--- src/hw/rtl/assert_macros.svh ---
// ----------------------------------------------------------------------------
// Assertion macros
// Shared concurrent assertion wrappers, clocked on clk_i, quiet during reset.
// ----------------------------------------------------------------------------
`ifndef ASSERT_MACROS_SVH
`define ASSERT_MACROS_SVH

// Check that a property holds at every rising edge out of reset
`define ASSERT_AT(lbl, prop) \
  lbl: assert property (@(posedge clk_i) disable iff (!rst_ni) (prop)) \
    else $error("assertion failed");

// Check that a condition never holds at a rising edge out of reset
`define ASSERT_NEVER(lbl, cond) \
  lbl: assert property (@(posedge clk_i) disable iff (!rst_ni) !(cond)) \
    else $error("forbidden condition seen");

`endif

--- src/hw/rtl/gbn_pkg.sv ---
// ----------------------------------------------------------------------------
// Go-back-N sender package
// Types and fixed codes shared by the go-back-N sender.
// ----------------------------------------------------------------------------
package gbn_pkg;

  localparam int unsigned SEQ_W    = 32;
  localparam int unsigned HANDLE_W = 16;
  localparam int unsigned LEN_W    = 8;
  localparam int unsigned MODE_W   = 2;
  localparam int unsigned STATUS_W = 2;
  localparam int unsigned CFG_W    = 4;

  // Input item kinds
  localparam logic [MODE_W-1:0] MODE_SEND    = 2'd0;
  localparam logic [MODE_W-1:0] MODE_ACK     = 2'd1;
  localparam logic [MODE_W-1:0] MODE_TIMEOUT = 2'd2;

  // Result status codes
  localparam logic [STATUS_W-1:0] ST_TX      = 2'd0;
  localparam logic [STATUS_W-1:0] ST_FULL    = 2'd1;
  localparam logic [STATUS_W-1:0] ST_BADMODE = 2'd2;

  // Window register value after reset
  localparam logic [CFG_W-1:0] WIN_RESET = 4'd4;

  // One queued frame as held in the frame store
  typedef struct packed {
    logic [SEQ_W-1:0]    seq;
    logic [HANDLE_W-1:0] handle;
    logic [LEN_W-1:0]    len;
  } entry_t;

  // Sequencer states
  typedef enum logic [5:0] {
    S_IDLE   = 6'b000001,
    S_DECODE = 6'b000010,
    S_ACK    = 6'b000100,
    S_FILL   = 6'b001000,
    S_EMIT   = 6'b010000,
    S_PUT    = 6'b100000
  } state_e;

endpackage

--- src/hw/rtl/gbn_ram.sv ---
// ----------------------------------------------------------------------------
// Generic RAM
// One write port and one read port with registered read data.
// ----------------------------------------------------------------------------
module gbn_ram #(
  parameter int unsigned WIDTH = 56,
  parameter int unsigned DEPTH = 16
) (
  input  logic                     clk_i,
  input  logic                     we_i,
  input  logic [$clog2(DEPTH)-1:0] waddr_i,
  input  logic [WIDTH-1:0]         wdata_i,
  input  logic [$clog2(DEPTH)-1:0] raddr_i,
  output logic [WIDTH-1:0]         rdata_o
);

  logic [WIDTH-1:0] mem_q [DEPTH];
  logic [WIDTH-1:0] rdata_q;

  // Write when enabled; read every cycle
  always_ff @(posedge clk_i) begin
    if (we_i) begin
      mem_q[waddr_i] <= wdata_i;
    end
    rdata_q <= mem_q[raddr_i];
  end

  assign rdata_o = rdata_q;

endmodule

--- src/hw/rtl/go_back_n_sender.sv ---
// ----------------------------------------------------------------------------
// Go-back-N sender
// Sliding-window transmit control over a queue of frame handles.
// ----------------------------------------------------------------------------
// Usage: an item enters on the s_axis group; tuser carries the kind (send,
// ack, timeout). Results leave on the m_axis group: a send or a bad kind gives
// at most one result, an ack or a timeout one transmit request per frame sent,
// tlast marking the final result of an input item. The window register is
// written over the cfg channel, which is always ready.
// A send writes the frame store and, while the window has room, moves its
// result through a pending register into the output register; a full queue
// or a bad kind gives an error status the same way. An ack retires
// acknowledged frames from the head, then refills the window from unsent
// frames; a timeout resends every outstanding frame. The per-frame walk is
// set by the single read port of the frame store, which the one compare unit
// and the result path share. s_axis_tready is high only while the sequencer
// is idle, so one item is in work at a time; a send into a full window or a
// timeout with nothing outstanding returns to idle from decode, with no result.
// A stalled receiver holds the output register; the walk pauses until it is
// taken, and a new item may be accepted while the last result still waits.
// Reset empties the queue and sets the window to 4; the frame store is not
// cleared, since an entry is only read after it has been written.
// ----------------------------------------------------------------------------
`include "assert_macros.svh"

module go_back_n_sender #(
  parameter int unsigned QUEUE_DEPTH = 16,
  parameter int unsigned MAX_WINDOW  = 8
) (
  input  logic                                clk_i,
  input  logic                                rst_ni,
  // Window register write
  input  logic                                cfg_valid_i,
  output logic                                cfg_ready_o,
  input  logic [gbn_pkg::CFG_W-1:0]           cfg_data_i,
  // Input items
  input  logic                                s_axis_tvalid,
  output logic                                s_axis_tready,
  // tdata: frame_seq[31:0], frame_handle[47:32], frame_len[55:48],
  //        ack_seq[87:56]
  input  logic [87:0]                         s_axis_tdata,
  // tuser: mode[1:0]
  input  logic [gbn_pkg::MODE_W-1:0]          s_axis_tuser,
  // Result items
  output logic                                m_axis_tvalid,
  input  logic                                m_axis_tready,
  // tdata: tx_handle[15:0], tx_len[23:16]
  output logic [23:0]                         m_axis_tdata,
  // tuser: status[1:0]
  output logic [gbn_pkg::STATUS_W-1:0]        m_axis_tuser,
  output logic                                m_axis_tlast
);

  import gbn_pkg::*;

  localparam int unsigned PW = (QUEUE_DEPTH > 1) ? $clog2(QUEUE_DEPTH) : 1;
  localparam int unsigned CW = $clog2(QUEUE_DEPTH + 1);
  localparam int unsigned NW = (CW > CFG_W) ? CW : CFG_W;

  // Wrap a pointer advanced by a count below the queue depth
  function automatic logic [PW-1:0] ptr_add(input logic [PW-1:0] a,
                                            input logic [CW-1:0] b);
    logic [CW:0] s;
    s = (CW+1)'(a) + (CW+1)'(b);
    if (s >= (CW+1)'(QUEUE_DEPTH)) begin
      s = s - (CW+1)'(QUEUE_DEPTH);
    end
    return s[PW-1:0];
  endfunction

  state_e            state_q, state_d;
  logic [CFG_W-1:0]  win_cfg_q, win_cfg_d;
  logic [PW-1:0]     head_q, head_d;
  logic [PW-1:0]     tail_q, tail_d;
  logic [PW-1:0]     rd_addr_q, rd_addr_d;
  logic [CW-1:0]     queued_q, queued_d;
  logic [CW-1:0]     outs_q, outs_d;
  logic [CW-1:0]     cnt_q, cnt_d;
  logic              inc_q, inc_d;
  logic              out_valid_q, out_valid_d;

  // Captured input item
  logic [MODE_W-1:0]   in_mode_q;
  logic [SEQ_W-1:0]    in_seq_q;
  logic [HANDLE_W-1:0] in_handle_q;
  logic [LEN_W-1:0]    in_len_q;
  logic [SEQ_W-1:0]    in_ack_q;

  // Single pending result and output register
  logic [STATUS_W-1:0] pend_status_q, pend_status_d;
  logic [HANDLE_W-1:0] pend_handle_q, pend_handle_d;
  logic [LEN_W-1:0]    pend_len_q, pend_len_d;
  logic [STATUS_W-1:0] out_status_q, out_status_d;
  logic [HANDLE_W-1:0] out_handle_q, out_handle_d;
  logic [LEN_W-1:0]    out_len_q, out_len_d;
  logic                out_last_q, out_last_d;

  logic              in_accept;
  logic              out_free;
  logic              ram_we;
  entry_t            ram_wdata;
  entry_t            ram_rdata;
  logic [NW-1:0]     win;
  logic [CFG_W-1:0]  win_lo;
  logic [NW-1:0]     room;
  logic [NW-1:0]     avail;
  logic [NW-1:0]     num;

  assign cfg_ready_o   = 1'b1;
  assign s_axis_tready = (state_q == S_IDLE);
  assign in_accept     = s_axis_tvalid && s_axis_tready;
  assign out_free      = !out_valid_q || m_axis_tready;

  assign m_axis_tvalid = out_valid_q;
  assign m_axis_tdata  = {out_len_q, out_handle_q};
  assign m_axis_tuser  = out_status_q;
  assign m_axis_tlast  = out_last_q;

  // Clamp the window register to 1..MAX_WINDOW
  always_comb begin
    win_lo = (win_cfg_q == '0) ? CFG_W'(1) : win_cfg_q;
    if (int'(win_lo) > int'(MAX_WINDOW)) begin
      win = NW'(MAX_WINDOW);
    end else begin
      win = NW'(win_lo);
    end
  end

  // Refill amount: frames queued but not sent, bounded by window room
  always_comb begin
    avail = NW'(queued_q - outs_q);
    room  = (win > NW'(outs_q)) ? (win - NW'(outs_q)) : '0;
    num   = (avail < room) ? avail : room;
  end

  assign ram_wdata = '{seq: in_seq_q, handle: in_handle_q, len: in_len_q};

  gbn_ram #(
    .WIDTH ($bits(entry_t)),
    .DEPTH (QUEUE_DEPTH)
  ) u_store (
    .clk_i   (clk_i),
    .we_i    (ram_we),
    .waddr_i (tail_q),
    .wdata_i (ram_wdata),
    .raddr_i (rd_addr_d),
    .rdata_o (ram_rdata)
  );

  // Sequencer
  always_comb begin
    state_d       = state_q;
    win_cfg_d     = win_cfg_q;
    head_d        = head_q;
    tail_d        = tail_q;
    rd_addr_d     = rd_addr_q;
    queued_d      = queued_q;
    outs_d        = outs_q;
    cnt_d         = cnt_q;
    inc_d         = inc_q;
    pend_status_d = pend_status_q;
    pend_handle_d = pend_handle_q;
    pend_len_d    = pend_len_q;
    out_status_d  = out_status_q;
    out_handle_d  = out_handle_q;
    out_len_d     = out_len_q;
    out_last_d    = out_last_q;
    out_valid_d   = out_valid_q;
    ram_we        = 1'b0;

    // Drop the result the receiver takes
    if (out_valid_q && m_axis_tready) begin
      out_valid_d = 1'b0;
    end

    if (cfg_valid_i) begin
      win_cfg_d = cfg_data_i;
    end

    case (state_q)
      S_IDLE: begin
        if (in_accept) begin
          state_d = S_DECODE;
        end
      end

      S_DECODE: begin
        case (in_mode_q)
          MODE_SEND: begin
            if (queued_q == CW'(QUEUE_DEPTH)) begin
              pend_status_d = ST_FULL;
              pend_handle_d = '0;
              pend_len_d    = '0;
              state_d       = S_PUT;
            end else begin
              ram_we   = 1'b1;
              tail_d   = ptr_add(tail_q, CW'(1));
              queued_d = queued_q + CW'(1);
              if (NW'(outs_q) < win) begin
                outs_d        = outs_q + CW'(1);
                pend_status_d = ST_TX;
                pend_handle_d = in_handle_q;
                pend_len_d    = in_len_q;
                state_d       = S_PUT;
              end else begin
                state_d = S_IDLE;
              end
            end
          end
          MODE_ACK: begin
            rd_addr_d = head_q;
            state_d   = S_ACK;
          end
          MODE_TIMEOUT: begin
            rd_addr_d = head_q;
            cnt_d     = outs_q;
            inc_d     = 1'b0;
            state_d   = (outs_q == '0) ? S_IDLE : S_EMIT;
          end
          default: begin
            pend_status_d = ST_BADMODE;
            pend_handle_d = '0;
            pend_len_d    = '0;
            state_d       = S_PUT;
          end
        endcase
      end

      // Retire one acknowledged frame per cycle from the head
      S_ACK: begin
        if (outs_q != '0 && ram_rdata.seq <= in_ack_q) begin
          head_d    = ptr_add(head_q, CW'(1));
          rd_addr_d = ptr_add(head_q, CW'(1));
          queued_d  = queued_q - CW'(1);
          outs_d    = outs_q - CW'(1);
        end else begin
          state_d = S_FILL;
        end
      end

      // Point at the first unsent frame and load the refill count
      S_FILL: begin
        rd_addr_d = ptr_add(head_q, outs_q);
        cnt_d     = CW'(num);
        inc_d     = 1'b1;
        state_d   = (num == '0) ? S_IDLE : S_EMIT;
      end

      // Send one stored frame per cycle while the output is free
      S_EMIT: begin
        if (out_free) begin
          out_valid_d  = 1'b1;
          out_status_d = ST_TX;
          out_handle_d = ram_rdata.handle;
          out_len_d    = ram_rdata.len;
          out_last_d   = (cnt_q == CW'(1));
          cnt_d        = cnt_q - CW'(1);
          rd_addr_d    = ptr_add(rd_addr_q, CW'(1));
          if (inc_q) begin
            outs_d = outs_q + CW'(1);
          end
          if (cnt_q == CW'(1)) begin
            state_d = S_IDLE;
          end
        end
      end

      // Hand over the single result of a send or an error
      S_PUT: begin
        if (out_free) begin
          out_valid_d  = 1'b1;
          out_status_d = pend_status_q;
          out_handle_d = pend_handle_q;
          out_len_d    = pend_len_q;
          out_last_d   = 1'b1;
          state_d      = S_IDLE;
        end
      end

      default: begin
        state_d = S_IDLE;
      end
    endcase
  end

  // Control registers
  always_ff @(posedge clk_i or negedge rst_ni) begin
    if (!rst_ni) begin
      state_q     <= S_IDLE;
      win_cfg_q   <= WIN_RESET;
      head_q      <= '0;
      tail_q      <= '0;
      rd_addr_q   <= '0;
      queued_q    <= '0;
      outs_q      <= '0;
      cnt_q       <= '0;
      inc_q       <= 1'b0;
      out_valid_q <= 1'b0;
    end else begin
      state_q     <= state_d;
      win_cfg_q   <= win_cfg_d;
      head_q      <= head_d;
      tail_q      <= tail_d;
      rd_addr_q   <= rd_addr_d;
      queued_q    <= queued_d;
      outs_q      <= outs_d;
      cnt_q       <= cnt_d;
      inc_q       <= inc_d;
      out_valid_q <= out_valid_d;
    end
  end

  // Payload registers
  always_ff @(posedge clk_i) begin
    if (in_accept) begin
      in_mode_q   <= s_axis_tuser;
      in_seq_q    <= s_axis_tdata[31:0];
      in_handle_q <= s_axis_tdata[47:32];
      in_len_q    <= s_axis_tdata[55:48];
      in_ack_q    <= s_axis_tdata[87:56];
    end
    pend_status_q <= pend_status_d;
    pend_handle_q <= pend_handle_d;
    pend_len_q    <= pend_len_d;
    out_status_q  <= out_status_d;
    out_handle_q  <= out_handle_d;
    out_len_q     <= out_len_d;
    out_last_q    <= out_last_d;
  end

  // Assertions
  `ASSERT_AT(a_outs_le_queued, outs_q <= queued_q)
  `ASSERT_AT(a_queued_le_depth, queued_q <= CW'(QUEUE_DEPTH))
  `ASSERT_AT(a_empty_ptrs, (queued_q == '0) |-> (head_q == tail_q))
  `ASSERT_NEVER(a_emit_cnt, (state_q == S_EMIT) && (cnt_q == '0))

endmodule
--- config.mk ---
export PLATFORM = sky130hd
export DESIGN_NAME = go_back_n_sender
export DESIGN_NICKNAME = d
export VERILOG_FILES = /design/src/hw/rtl/gbn_pkg.sv /design/src/hw/rtl/gbn_ram.sv /design/src/hw/rtl/go_back_n_sender.sv
export VERILOG_INCLUDE_DIRS = /design/src /design/src/hw/rtl
export SDC_FILE = /design/constraint.sdc
export NUM_CORES = 1
export LEC_CHECK = 0
export BUFFER_PORTS_ARGS = -buffer_cell sky130_fd_sc_hd__clkbuf_2
export CORE_UTILIZATION = 34
export CTS_CLUSTER_DIAMETER = 100
export DETAILED_ROUTE_END_ITERATION = 8
export SLEW_MARGIN = 20
export SYNTH_ARGS = -nofsm -noshare
export SYNTH_HDL_FRONTEND = slang
export SYNTH_SLANG_ARGS = --single-unit
--- constraint.sdc ---
create_clock -name clk_i -period 6.84 [get_ports clk_i]
set_input_delay 1.026 -clock clk_i [delete_from_list [all_inputs] [get_ports clk_i]]
set_output_delay 1.026 -clock clk_i [all_outputs]
set_load 0.005 [all_outputs]
==> impl_metrics.env <==
export IMPL_status="finished, final reports clean"
export IMPL_synth_compound_area_share_pct=4.86
export IMPL_synthXorXnorAreaFrac_pct=0.600
export IMPL_power_leakage_nw=18.9
export IMPL_critPathCaptureType="flip-flop"
export IMPL_synthCells=2462
export IMPL_skew_ns=0.0330
export IMPL_cap_viol_max_count=0
export IMPL_antenna_found_initial=4
export IMPL_fin_crit_ns=5.85
export IMPL_dieArea_um2=130000
export IMPL_drive_above_1_share_pct=14.9
export IMPL_ant_nets=0
export IMPL_arrival_ns=6.43
export IMPL_ir_worst_vdd_v=0.000286
export IMPL_hold_path_class="in -> async"
export IMPL_syn_to_final_growth_pct=14.7
export IMPL_grt_usage_pct=15.5
export IMPL_synth_edf_count=1039
export IMPL_worstReg2RegStart="in_ack_q[30]"
export IMPL_portBuffers=127
export IMPL_pre_cts_ws_ns=0.905
export IMPL_cp_cell_sequence="inv_1 -> ha_1 -> nand4_1 -> nor4_2 -> buf_4 -> nand4_1 -> nor3_1 -> a211oi_1 -> nor3_4 -> a221o_1 -> or3_4 -> buf_4 -> o22ai_1 -> or4_1"
export IMPL_worst_path_largest_cell_delay_ns=0.80
export IMPL_setup_viol=0
export IMPL_path_clk_slew_ns=0.06
export IMPL_synth_top_family_by_area="multiplexers"
export IMPL_slowest_stage="or3_4"
export IMPL_design_area_um2=50200
export IMPL_synth_area_top_cells="edfxtp_1, mux2i_1, o22ai_1"
export IMPL_slew_viol_final=0
export IMPL_synthesis_nets=2631
export IMPL_grt_max_degree=104
export IMPL_die_h_um=361
export IMPL_core_area_um2=128000
export IMPL_vias=22339
export IMPL_insertion_delay_ns=0.72
export IMPL_ctsRootBufferMaster="clkbuf_16"
export IMPL_slew_headroom_pct=25.2
export IMPL_post_synth_top_area_fraction_pct=71.3
export IMPL_synth_seq_area_share_pct=76.1
export IMPL_ys_warn_count=0
export IMPL_dp_hpwl_um=54800
export IMPL_finalCoreUtilization_pct=39.3
export IMPL_r2r_end="u_store.rdata_o[38]"
export IMPL_avgSynthCellArea_um2=17.8
export IMPL_dp_cells=4182
export IMPL_p_per_area_nw_per_um2=389
export IMPL_cts_buffer_depth=3
export IMPL_reg2regPathDepth=14
export IMPL_fin_ws_ns=0.994
export IMPL_synthFlopType="edfxtp_1"
export IMPL_rows=131
export IMPL_dpl_cell_area_um2=46400
export IMPL_fmax_mhz=171
export IMPL_cts_sinks=1134
export IMPL_cts_setup_buffers=0
export IMPL_cp_required_ns=7.42
export IMPL_synth_seq_cells=1134
export IMPL_crit_type="reg -> reg"
export IMPL_remaining_drc_errors=0
export IMPL_synth_fa_ha_area_share_pct=2.09
export IMPL_finalHoldViolCount=0
export IMPL_synth_simple_area_share_pct=3.25
export IMPL_grt_pass1_vias=21753
export IMPL_firstDrtPassIters=5
export IMPL_chipWidth_um=361
export IMPL_cts_repair_resized=0
export IMPL_gp_congestion=0.764
export IMPL_async_flop_share_pct=3.44
export IMPL_tns_ns=0
export IMPL_cts_tree="done"
export IMPL_cp_max_fo=43
export IMPL_netlist_cell_type_count=64
export IMPL_grt_pass1_wl_um=150000
export IMPL_synth_top_area_cell="edfxtp_1"
export IMPL_cts_buffers=112
export IMPL_rsz0062_at_grt="no"
export IMPL_rrSetupSlack_ns=0.99
export IMPL_avgRoutedWirePerCell_um=23.4
export IMPL_crit_path_start_kind="flip-flop"
export IMPL_hold_buffers=0
export IMPL_stdcell_count=4393
export IMPL_fin_nets=2804
export IMPL_grt_overflow=0
export IMPL_drtIter0Drc=1984
export IMPL_start_util_pct=34.3
export IMPL_worst_pin_slew_ns=1.12
export IMPL_finalWirelength_um=103000
export IMPL_viasPerCell=5.09
export IMPL_ctsHtreeMaxLevel=3
export IMPL_io_pins=129
export IMPL_synthMuxAreaShare_pct=11.1
export IMPL_syn_area_um2=43800
export IMPL_fin_crit_sh_pct=85.5
cells by family after synthesis:
family          Yosys count
simple gates            238
flops                  1134
compound gates          326
fa+ha+maj                70
other cells               1
xor+xnor                 30
buf+inv                 183
mux                     480
final cells by class:
type	count	area [um2]
diodes	1	2.50
repair buffers	171	1070
flip-flops and latches	1134	33300
inverters	71	267
clock inverters	53	648
well taps	1662	2080
fillers	11438	77500
multi-input cells	1145	9750
clock buffers	156	3100
metal layers:
| layer | routed length [um] | up-vias | GRT usage (%) |
|---|---|---|---|
| met5 | 12 | - | 0 |
| met4 | 1650 | 2 | 3.76 |
| met2 | 47500 | 582 | 24.6 |
| met3 | 5210 | 113 | 2.59 |
| met1 | 48200 | 11526 | 22.2 |
| li1 | - | 10116 | - |
Yosys cell counts, types with 4 or more instances:
cell	number
a211oi_1	4
a21o_1	12
a21oi_1	31
a221oi_1	5
and2_1	36
and3_1	4
buf_2	75
buf_4	13
buf_6	4
buf_8	4
clkbuf_1	13
dfrtp_1	37
dfxtp_1	56
edfxtp_1	1039
fa_1	5
ha_1	65
inv_1	69
mux2_2	28
mux2i_1	452
nand2_1	33
nand2b_1	6
nand3_1	9
nand3b_1	5
nand4_1	9
nor2_1	34
nor2b_1	7
nor3_1	9
nor4_1	9
o21a_1	4
o21ai_0	20
o22ai_1	226
or3_1	6
or4_1	59
xnor2_1	19
xor2_1	11
stage by stage:
step / hold WS, ns / total power, mW
floorplan: 0.451 / 12.1
global placement: 0.467 / 13.4
detailed placement: 0.468 / 13.5
CTS: 0.316 / 19.7
global route: 0.355 / 20.4
finish: 0.332 / 19.6
worst max-delay path, delay by kind of cell, from the launching register on:
family | cells | cell delay (ns)
flops | 1 | 0.33
compound gates | 3 | 0.94
buf+inv | 3 | 0.60
simple gates | 7 | 3.48
fa+ha+maj | 1 | 0.29
sequential cells by signal, indices dropped and copies added, names as in the netlist, 2 cells and up:
| register | flops |
|---|---|
| in_ack_q | 32 |
| queued_q | 5 |
| cnt_q | 5 |
| pend_len_q | 8 |
| u_store.mem_q | 896 |
| rd_addr_q | 4 |
| in_mode_q | 2 |
| in_len_q | 8 |
| m_axis_tuser | 2 |
| head_q | 4 |
| in_handle_q | 16 |
| in_seq_q | 32 |
| pend_status_q | 2 |
| pend_handle_q | 16 |
| out_len_q | 8 |
| tail_q | 4 |
| u_store.rdata_o | 56 |
| outs_q | 5 |
| win_cfg_q | 4 |
| state_q | 6 |
| out_handle_q | 16 |
report_power, final:
group | switching [mW] | total, mW | internal, mW
Sequential | 0.535 | 8.92 | 8.39
Combinational | 2.54 | 4.38 | 1.84
Clock | 2.60 | 6.25 | 3.66
cell usage in the layout (no fill, tap or decap), types with 6 or more instances in the layout:
cell,synthesis,final
clkinv_2,0,17
o22ai_1,226,226
bufinv_16,0,13
nor3_1,9,9
clkbuf_1,13,33
clkinv_1,0,10
edfxtp_1,1039,1039
dfxtp_1,56,56
buf_12,0,8
and2_4,0,9
mux2i_1,452,452
nand2b_1,6,6
dfrtp_1,37,37
a21o_1,12,12
xor2_1,11,11
inv_1,69,69
nor2_1,34,28
clkbuf_8,0,9
nor2b_1,7,7
o21ai_0,20,20
nand2_1,33,33
clkinvlp_4,0,6
or4_1,59,59
xnor2_1,19,19
nand4_1,9,9
and2_1,36,27
buf_4,13,36
ha_1,65,65
nand3_1,9,7
clkbuf_16,0,114
mux2_2,28,28
clkbuf_2,0,126
a21oi_1,31,30
worst max path at each step:
stage | from | to
after floorplan | state_q[2] | u_store.mem_q[0][0]
after global placement | in_ack_q[31] | u_store.rdata_o[9]
after detailed placement | in_ack_q[30] | u_store.rdata_o[38]
after CTS | in_ack_q[30] | u_store.rdata_o[38]
after global routing | in_ack_q[31] | u_store.rdata_o[41]
final | in_ack_q[30] | u_store.rdata_o[38]
(Power assumes the default switching activity.)
